[src/rtl/core/sem_pkg.sv]
// Shared constants and control types for the Sobel edge magnitude unit.
package sem_pkg;

  // Field and register widths.
  localparam int PIX_W   = 8;
  localparam int IMG_W_W = 11;
  localparam int IMG_H_W = 16;
  localparam int THR_W   = 8;
  localparam int GRAD_W  = 12;
  localparam int SUM_W   = 21;
  localparam int ROOT_W  = 11;

  // Sizes and reset values.
  localparam int MAX_WIDTH_DEF = 1024;
  localparam logic [IMG_W_W-1:0] IMG_W_RST = 11'd640;
  localparam logic [IMG_H_W-1:0] IMG_H_RST = 16'd480;
  localparam logic [THR_W-1:0]   THR_RST   = 8'd0;
  localparam logic [ROOT_W-1:0]  SAT_MAX   = 11'd255;
  localparam logic [IMG_H_W-1:0] MIN_H     = 16'd3;

  // Configuration register indexes.
  localparam logic [1:0] REG_IMG_W = 2'd0;
  localparam logic [1:0] REG_IMG_H = 2'd1;
  localparam logic [1:0] REG_THR   = 2'd2;

  // Commands from the controller to the datapath.
  typedef struct packed {
    logic accept;
    logic win_upd;
    logic grad;
    logic root_start;
    logic load_out;
    logic zero_val;
    logic last;
  } sem_cmd_t;

  // Status from the datapath to the controller.
  typedef struct packed {
    logic root_done;
    logic out_free;
  } sem_stat_t;

endpackage

[src/rtl/core/sem_ctrl.sv]
// Controller: raster position counters and the per-word sequencer.
module sem_ctrl
  import sem_pkg::*;
#(
  parameter int MAX_WIDTH = MAX_WIDTH_DEF
) (
  input  logic                         clk,
  input  logic                         rst_n,
  input  logic                         in_valid,
  output logic                         in_ready,
  input  logic [IMG_W_W-1:0]           img_width,
  input  logic [IMG_H_W-1:0]           img_height,
  input  sem_stat_t                    stat,
  output sem_cmd_t                     cmd,
  output logic [$clog2(MAX_WIDTH)-1:0] col_addr,
  output logic                         col_hit
);

  localparam int AW = $clog2(MAX_WIDTH);
  localparam int CW = ($clog2(MAX_WIDTH + 2) > IMG_W_W) ? $clog2(MAX_WIDTH + 2) : IMG_W_W;
  localparam logic [CW-1:0] MAXW = CW'(MAX_WIDTH);
  localparam logic [CW-1:0] MINW = CW'(3);

  localparam logic [2:0] S_IDLE = 3'd0;
  localparam logic [2:0] S_RD   = 3'd1;
  localparam logic [2:0] S_GRAD = 3'd2;
  localparam logic [2:0] S_SQ   = 3'd3;
  localparam logic [2:0] S_ROOT = 3'd4;
  localparam logic [2:0] S_OUT  = 3'd5;

  logic [2:0]         state_r, state_nxt;
  logic [CW-1:0]      in_col_r, in_col_nxt;
  logic [CW-1:0]      fill_r, fill_nxt;
  logic [CW-1:0]      warm_r, warm_nxt;
  logic [CW-1:0]      out_col_r, out_col_nxt;
  logic [IMG_H_W-1:0] out_row_r, out_row_nxt;
  logic               has_res_r, has_res_nxt;
  logic               border_r, border_nxt;
  logic               last_r, last_nxt;
  logic [CW-1:0]      cfg_w, w, col, col_inc;
  logic [IMG_H_W-1:0] h, h_m1;
  logic               accept, row_end, col_end, last_px;

  // Clamped frame geometry.
  assign cfg_w = CW'(img_width);
  always_comb begin
    if (cfg_w < MINW) begin
      w = MINW;
    end else if (cfg_w > MAXW) begin
      w = MAXW;
    end else begin
      w = cfg_w;
    end
  end
  assign h    = (img_height < MIN_H) ? MIN_H : img_height;
  assign h_m1 = h - 16'd1;

  assign in_ready = (state_r == S_IDLE);
  assign accept   = in_valid && in_ready;

  // Column of the incoming pixel and the written prefix of the line buffers.
  assign col      = (in_col_r >= w) ? '0 : in_col_r;
  assign col_inc  = col + CW'(1);
  assign col_addr = col[AW-1:0];
  assign col_hit  = col < fill_r;

  assign row_end = out_row_r >= h_m1;
  assign col_end = out_col_r >= (w - CW'(1));
  assign last_px = row_end && col_end;

  // Position counters advance when a word is accepted.
  always_comb begin
    in_col_nxt  = in_col_r;
    fill_nxt    = fill_r;
    warm_nxt    = warm_r;
    out_col_nxt = out_col_r;
    out_row_nxt = out_row_r;
    has_res_nxt = has_res_r;
    border_nxt  = border_r;
    last_nxt    = last_r;
    if (accept) begin
      in_col_nxt = (col_inc >= w) ? '0 : col_inc;
      if (col_inc > fill_r) begin
        fill_nxt = col_inc;
      end
      if (warm_r < (w + CW'(1))) begin
        warm_nxt    = warm_r + CW'(1);
        has_res_nxt = 1'b0;
      end else begin
        has_res_nxt = 1'b1;
        border_nxt  = (out_row_r == '0) || row_end || (out_col_r == '0) || col_end;
        last_nxt    = last_px;
        if (last_px) begin
          out_row_nxt = '0;
          out_col_nxt = '0;
          in_col_nxt  = '0;
          warm_nxt    = '0;
        end else if (col_end) begin
          out_col_nxt = '0;
          out_row_nxt = out_row_r + 16'd1;
        end else begin
          out_col_nxt = out_col_r + CW'(1);
        end
      end
    end
  end

  // Sequencer for one word.
  always_comb begin
    state_nxt = state_r;
    cmd       = '0;
    cmd.accept   = accept;
    cmd.zero_val = border_r;
    cmd.last     = last_r;
    unique case (state_r)
      S_IDLE: begin
        if (accept) begin
          state_nxt = S_RD;
        end
      end
      S_RD: begin
        cmd.win_upd = 1'b1;
        if (!has_res_r) begin
          state_nxt = S_IDLE;
        end else if (border_r) begin
          state_nxt = S_OUT;
        end else begin
          state_nxt = S_GRAD;
        end
      end
      S_GRAD: begin
        cmd.grad  = 1'b1;
        state_nxt = S_SQ;
      end
      S_SQ: begin
        cmd.root_start = 1'b1;
        state_nxt      = S_ROOT;
      end
      S_ROOT: begin
        if (stat.root_done) begin
          state_nxt = S_OUT;
        end
      end
      S_OUT: begin
        if (stat.out_free) begin
          cmd.load_out = 1'b1;
          state_nxt    = S_IDLE;
        end
      end
      default: begin
        state_nxt = S_IDLE;
      end
    endcase
  end

  always_ff @(posedge clk) begin
    if (!rst_n) begin
      state_r   <= S_IDLE;
      in_col_r  <= '0;
      fill_r    <= '0;
      warm_r    <= '0;
      out_col_r <= '0;
      out_row_r <= '0;
      has_res_r <= 1'b0;
      border_r  <= 1'b0;
      last_r    <= 1'b0;
    end else begin
      state_r   <= state_nxt;
      in_col_r  <= in_col_nxt;
      fill_r    <= fill_nxt;
      warm_r    <= warm_nxt;
      out_col_r <= out_col_nxt;
      out_row_r <= out_row_nxt;
      has_res_r <= has_res_nxt;
      border_r  <= border_nxt;
      last_r    <= last_nxt;
    end
  end

endmodule

[config.mk]
export PLATFORM = sky130hd
export DESIGN_NAME = sem_ctrl
export DESIGN_NICKNAME = d
export VERILOG_FILES = /design/src/rtl/core/sem_pkg.sv /design/src/rtl/core/sem_ctrl.sv
export SDC_FILE = /design/constraint.sdc
export NUM_CORES = 1
export LEC_CHECK = 0
export BUFFER_PORTS_ARGS = -buffer_cell sky130_fd_sc_hd__buf_2
export CAP_MARGIN = 20
export CORE_MARGIN = 10
export CORE_UTILIZATION = 55
export DETAILED_ROUTE_END_ITERATION = 7
export PLACE_DENSITY = 0.75
export SETUP_SLACK_MARGIN = 0.15
export SYNTH_ARGS = -nofsm -noshare
export SYNTH_HDL_FRONTEND = slang
export SYNTH_SLANG_ARGS = --single-unit
[constraint.sdc]
create_clock -name clk -period 6.8 [get_ports clk]
set_input_delay 1.02 -clock clk [delete_from_list [all_inputs] [get_ports clk]]
set_output_delay 1.02 -clock clk [all_outputs]
set_load 0.01 [all_outputs]
# == Yosys cells after proc, flatten, opt, wreduce, memory -nomap -nowiden ==
# Index checks and enable logic that the tools add are counted.
# word_totals
regBits,66
output_inout_bits,19
wordCells,75
# op_classes
addsub,7
magnitude_cmp,10
n_eq_ne,8
muxes,25
n_bitwise,1
reduce_logical,15
# ops
operator,count
11-bit two-way mux,10
16-bit two-way mux,3
11-bit by 1-bit adder with 11-bit output (second input constant),4
11-bit >= comparator,3
11-bit less-than comparator,2
3-bit one-hot mux with 6 select lines,1
16-bit by 1-bit adder with 16-bit output (second input constant),1
16-bit >= comparator,1
16-bit logical NOT,1
16-bit by 2-bit less-than comparator with 1-bit output (second input constant),1
16-bit by 1-bit subtractor with 16-bit output (second input constant),1
3-bit two-way mux,5
11-bit greater-than comparator,1
11-bit greater-than comparator (second input constant),1
11-bit logical NOT,1
11-bit by 2-bit less-than comparator with 1-bit output (second input constant),1
11-bit by 1-bit subtractor with 11-bit output (second input constant),1
3-bit by 2-bit equality test with 1-bit output (second input constant),2
3-bit equality test (second input constant),2
1-bit two-way mux,6
2-bit AND reduction,3
3-bit AND reduction,2
2-bit inequality test (second input constant),2
2-bit nonzero test,2
other kinds (6),9

# == Logic depth before layout (Yosys ltp) ==
# depth
depth_word,10
ltp_mapped,25

# == Worst setup path before layout ==
# OpenSTA, ideal clock, no wires.
# synth_timing
path_type,input port to flip-flop
from,input port img_width[3]
to,register fill_r[10]
setup_ns,0.128
arrival_ns,5.860
required_ns,6.672
path_slack_ns,0.813
path_stages,24
n_path_buf,2
path_cell_list,or4_4 -> nor3_1 -> nor2_1 -> nor2_1 -> ha_1 -> nand2b_1 -> a31oi_1 -> o2111a_1 -> or2_2 -> clkbuf_1 -> and2_1 -> ha_1 -> nand3_1 -> xor2_1 -> nor2_1 -> ha_1 -> a21o_1 -> a21o_1 -> a21oi_1 -> o211ai_1 -> a41oi_1 -> clkbuf_1 -> mux2i_1 -> nor2_1
# synth_between
elab_chain_cells,8
elab_cells_between_ends,9
classes_between,1 x add/sub; 4 x order compare; 3 x mux; 1 x reduce/logical
# synth_lines
element,line_no,rtl
start: declaration,sem_ctrl.sv:11,"input logic [IMG_W_W-1:0] img_width,"
11-bit greater-than comparator,sem_ctrl.sv:49,end else if (cfg_w > MAXW) begin
11-bit two-way mux,sem_ctrl.sv:49,
11-bit two-way mux *,sem_ctrl.sv:47,if (cfg_w < MINW) begin
11-bit >= comparator *,sem_ctrl.sv:62,assign col = (in_col_r >= w) ? '0 : in_col_r;
11-bit two-way mux *,sem_ctrl.sv:62,
net col_addr[1],sem_ctrl.sv:15,"output logic [$clog2(MAX_WIDTH)-1:0] col_addr,"
11-bit by 1-bit adder with 11-bit output *,sem_ctrl.sv:63,assign col_inc = col + CW'(1);
net col_inc[4],sem_ctrl.sv:40,"logic [CW-1:0] cfg_w, w, col, col_inc;"
11-bit greater-than comparator *,sem_ctrl.sv:83,if (col_inc > fill_r) begin
2-bit AND reduction (no line) *,--,
end signal: assignment,sem_ctrl.sv:170,fill_r <= fill_nxt;
end: declaration,sem_ctrl.sv:33,"logic [CW-1:0] fill_r, fill_nxt;"
# Mark *: on every way through the listed nets, which the timed path passes. The rest lies on a longest branch.
# A chain may end at the register's enable or synchronous reset.

# == Final worst setup path ==
# layout_timing
from,input port img_width[3]
to,register fill_r[8]
# layout_between
elab_chain_cells,8
elab_cells_between_ends,9
classes_between,1 x add/sub; 4 x order compare; 3 x mux; 1 x reduce/logical
# layout_lines
element,line_no
11-bit greater-than comparator,sem_ctrl.sv:49
11-bit two-way mux,sem_ctrl.sv:49
11-bit two-way mux *,sem_ctrl.sv:47
11-bit >= comparator *,sem_ctrl.sv:62
11-bit two-way mux *,sem_ctrl.sv:62
11-bit by 1-bit adder with 11-bit output *,sem_ctrl.sv:63
net col_inc[0],sem_ctrl.sv:40
11-bit greater-than comparator *,sem_ctrl.sv:83
2-bit AND reduction (no line) *,--
# Marks and branches as above.

==> results list <==
- Among all flip-flop cells after synthesis, the most frequent one is sky130_fd_sc_hd__dfxtp_1.
* Sequential share of power: 40.7%
* Final design utilization: about three fifths
- Die outline height: 122 µm
- LEAKAGE: 2.65 nW
- The worst hold path passes through 2 cells.
- The tree built by TritonCTS fans out to 66 sinks.
- The floorplan step set the die width to around 120 µm.
- Unrepaired setup endpoints after global routing: false
* Reg clk slew, reported paths: 70 ps
* Setup-failing EPs final: 0
- Sequential cells were found to cover 23.3% of the synthesized design area.
* Relative slew slack: 44.1%
* Status: finished, final reports clean
- CTS tree: yes
- For this design, the CTS-stage hold fixing added 0 buffers.
* Max-slew violation count: 0
- sky130_fd_sc_hd__dfxtp_1 takes more of the synthesized area than any other cell.
* Switch Pwr: 0.281 mW
- For this run the aggregate overflow at the end of global routing stands at 0.
* Maximum number of pins on one net before global-route repair: 24
* First-pass GRT wire length: 24.4 mm
- Detailed-route wire length per cell: 16.7 µm
- The number of antenna diodes in the final layout is 0.
- Max Clk Rate: 0.166 GHz
* Effective utilization at floorplan: 55.7%
- Launch instance of the worst register-to-register path: in_col_r[8]$_SDFFE_PN0P_
- In this run the tool buffered the top-level ports with 50 buffer cells.
- STA puts the critical path data required time at 7010 ps.
- HPWL after detailed placement: 11.6 mm
- Signal arrival time at the worst endpoint: between 6000 and 7000 ps
* Number of synthesis warnings: 0
* Fraction of post-synthesis cell area in the top cell type by area: 23.3%
- Hold_sp: warm_r[10]$_SDFFE_PN0P_
- Final GP Congestion: 0.887
* Flop and latch count out of synthesis: 66
- Of all nets on the critical path, the largest fanout is 11.
- The worst hold path belongs to the class flip-flop to flip-flop.
- DRC viols: 0
- Startpoint-to-endpoint class of the critical path: primary input to flip-flop
* DR vias/cell: 6.02
- Fraction of layout cells with a size suffix above 1: 11.6%
* Startpoint types: primary input
- In the global route stage, overall resource usage came out at 19.8%.
- Filler Cell Count: 915
- Of the available clock period, the critical path in the final layout requires 88.8%.
* Capturing element type of the critical path: flip-flop
* Skew final: 7.75 ps
- Worst Reg-to-Reg Cells: 20
- The H-tree was split into 3 levels.
- Reg-to-reg setup timing slack: roughly 2200 ps
- For hold timing, the worst endpoint is warm_r[10]$_SDFFE_PN0P_.
- Net count reported at finish: 868
- A synthesized cell averages 8.11 µm².
* Area of the core: 10200 µm²
- Detailed router's first-iteration violation count: 401
- Power density normalized to cell area: 158 nW/µm²
- During I/O placement, the number of pins put on the boundary was 51.
- Worst-Margin Slew: 827 ps
- Synthesis produced a netlist with a net count of 821.
- Clock root buffer master: sky130_fd_sc_hd__clkbuf_8
- In this run the cell area of the synthesized design comes to about 5700 µm².
- The worst register-to-register path ends at fill_r[8]$_SDFFE_PN0P_.
- Counting distinct cell types in the post-synthesis netlist gives between 60 and 70.
* Number of buffers inserted by post-CTS setup repair: 0
- Crit. Startpoint: img_width[3]
* Die Area: approximately 15000 µm²
* Cells resized by post-CTS repair: 0
* Sum of negative setup slack: 0 ps
- Top cell types by occurrence after synthesis: sky130_fd_sc_hd__ha_1 (89), sky130_fd_sc_hd__nor2_1 (78), sky130_fd_sc_hd__dfxtp_1 (66), sky130_fd_sc_hd__nand2_1 (64), sky130_fd_sc_hd__xnor2_1 (45)
* Most frequent cell after synthesis: sky130_fd_sc_hd__ha_1
- Number of instances in the synthesized netlist: 700
- Combinational cells account for 21.7% of the total power.
- Of all flip-flops after synthesis, the portion carrying an async set or reset was 0%.
* Number of endpoints with negative hold slack in the final report: 0
- Post-synth EDFFs: 0
- Antenna Nets Post-Route: 0
- The number of global-route vias before repair is 5084.
* Switching share of power: 28.4%
- Sum of routed wire length over all layers: approximately 15 mm
- Area growth, synth to finish: 10.4%
- The clock reaches the later pin of the worst-skew pair after between 300 and 400 ps.
- Clock tree synthesis inserted a total of 9 buffers.
- Row cnt: 37
- Shortest clock period the worst path allows after layout: 6040 ps
* Count of maximum capacitance violations: 0
- Final std cells w/o fill: ~900
- Number of search-and-repair iterations in the first detailed-routing pass: 4
- Total power draw: 0.989 mW
- Internal Pwr Total: 0.708 mW
- The clock passes through at most 2 buffers.
- The share of total power dissipated in the clock network is between 30% and 40%.
- The routed layout has 5341 vias.
- Top cells by area in the synthesized netlist: sky130_fd_sc_hd__dfxtp_1 (23%), sky130_fd_sc_hd__ha_1 (20%), sky130_fd_sc_hd__xnor2_1 (6.9%)
- Worst voltage drop across the vdd grid: 0.113 mV
- The initial antenna violation count is 0.
- Total placed cells including tap cells: 872
## flip-flops by register name (all words and copies together), names as in the netlist
name,flops
out_col_r,11
last_r,1
warm_r,11
state_r,3
has_res_r,1
border_r,1
fill_r,11
in_col_r,11
out_row_r,16
## per-layer routing
| layer | vias to the layer above | GRT usage, % | part of all wire (%) |
|---|---|---|---|
| li1 | 2634 | - | - |
| met1 | 2517 | 24.9 | 46 |
| met2 | 164 | 32.8 | 47 |
| met3 | 26 | 4.95 | 6.0 |
| met4 | 0 | 5.51 | 1.7 |
| met5 | - | 0 | 0 |
## power by group through the flow
stage	combinational, mW	clock [mW]	sequential [mW]
after CTS	0.210	0.379	0.402
after detailed placement	0.208	0	0.411
after global placement	0.199	0	0.411
after floorplan	0.146	0	0.408
final	0.214	0.373	0.403
after global routing	0.237	0.395	0.404
## worst max-delay path by stage
stage	cells past startpoint	to	slack [ps]
floorplan	24	fill_r[10]$_SDFFE_PN0P_	810
detailed placement	25	fill_r[8]$_SDFFE_PN0P_	550
finish	25	fill_r[8]$_SDFFE_PN0P_	760
global placement	25	fill_r[6]$_SDFFE_PN0P_	790
CTS	19	col_hit	850
global route	26	fill_r[8]$_SDFFE_PN0P_	470
## cell usage in the layout, fill, tap and decap left out, types with 8 or more instances in the layout
cell / instances
sky130_fd_sc_hd__a21o_1: 10
sky130_fd_sc_hd__a21oi_1: 38
sky130_fd_sc_hd__a22o_1: 12
sky130_fd_sc_hd__and2_1: 12
sky130_fd_sc_hd__buf_2: 50
sky130_fd_sc_hd__clkbuf_8: 11
sky130_fd_sc_hd__dfxtp_1: 66
sky130_fd_sc_hd__ha_1: 89
sky130_fd_sc_hd__inv_1: 37
sky130_fd_sc_hd__mux2i_1: 14
sky130_fd_sc_hd__nand2_1: 64
sky130_fd_sc_hd__nand2b_1: 8
sky130_fd_sc_hd__nand3_1: 21
sky130_fd_sc_hd__nand4_1: 15
sky130_fd_sc_hd__nor2_1: 78
sky130_fd_sc_hd__nor3_1: 18
sky130_fd_sc_hd__nor4_1: 24
sky130_fd_sc_hd__o21ai_0: 17
sky130_fd_sc_hd__o31ai_1: 8
sky130_fd_sc_hd__xnor2_1: 45
sky130_fd_sc_hd__xor2_1: 14
## metrics by stage
step                      hold slack (ps)  cell area (µm²)  worst slack [ps]
after floorplan                       437             5680               813
after global placement                449             6040               794
after detailed placement              478             6040               549
after CTS                             488             6260               852
after global routing                  516             6260               470
final                                 486             6260               760
## final cells by class
| type | instances | area [µm²] | share of cell area (%) |
|---|---|---|---|
| Multi-Input combinational cell | 575 | 4110 | 65.6 |
| Sequential cell | 66 | 1320 | 21.1 |
| Timing Repair Buffer | 57 | 303 | 4.83 |
| Tap cell | 136 | 170 | 2.72 |
| Clock buffer | 13 | 159 | 2.54 |
| Inverter | 38 | 143 | 2.28 |
| Clock inverter | 2 | 60.1 | 0.959 |
## critical path: stages
cell and delay [ps]:
sky130_fd_sc_hd__buf_2 130, sky130_fd_sc_hd__or4_4 550, sky130_fd_sc_hd__nor3_1 250, sky130_fd_sc_hd__nor2_1 70
sky130_fd_sc_hd__nor2_1 250, sky130_fd_sc_hd__ha_1 290, sky130_fd_sc_hd__nand2b_1 130, sky130_fd_sc_hd__a31oi_1 180
sky130_fd_sc_hd__o2111a_1 260, sky130_fd_sc_hd__or2_2 250, sky130_fd_sc_hd__nand2_1 140, sky130_fd_sc_hd__inv_1 190
sky130_fd_sc_hd__ha_1 290, sky130_fd_sc_hd__nand3_1 120, sky130_fd_sc_hd__xor2_1 160, sky130_fd_sc_hd__nor2_1 250
sky130_fd_sc_hd__ha_1 310, sky130_fd_sc_hd__a21o_1 170, sky130_fd_sc_hd__a21o_1 170, sky130_fd_sc_hd__a21oi_1 150
sky130_fd_sc_hd__o211ai_1 100, sky130_fd_sc_hd__a41oi_1 280, sky130_fd_sc_hd__buf_4 240, sky130_fd_sc_hd__mux2i_1 220
sky130_fd_sc_hd__nor2_1 60
## logic make-up (layout without fill, tap and decap cells)
| logic type | after synthesis | after routing | share of synthesized area [%] |
|---|---|---|---|
| simple gates | 288 | 288 | 25.8 |
| xor+xnor | 59 | 59 | 9.11 |
| compound gates | 124 | 124 | 15.2 |
| fa+ha+maj | 89 | 89 | 19.6 |
| mux | 15 | 15 | 2.67 |
| buf+inv | 59 | 110 | 4.34 |
| flops | 66 | 66 | 23.3 |
Note: power is estimated with default switching activity, not from simulation.
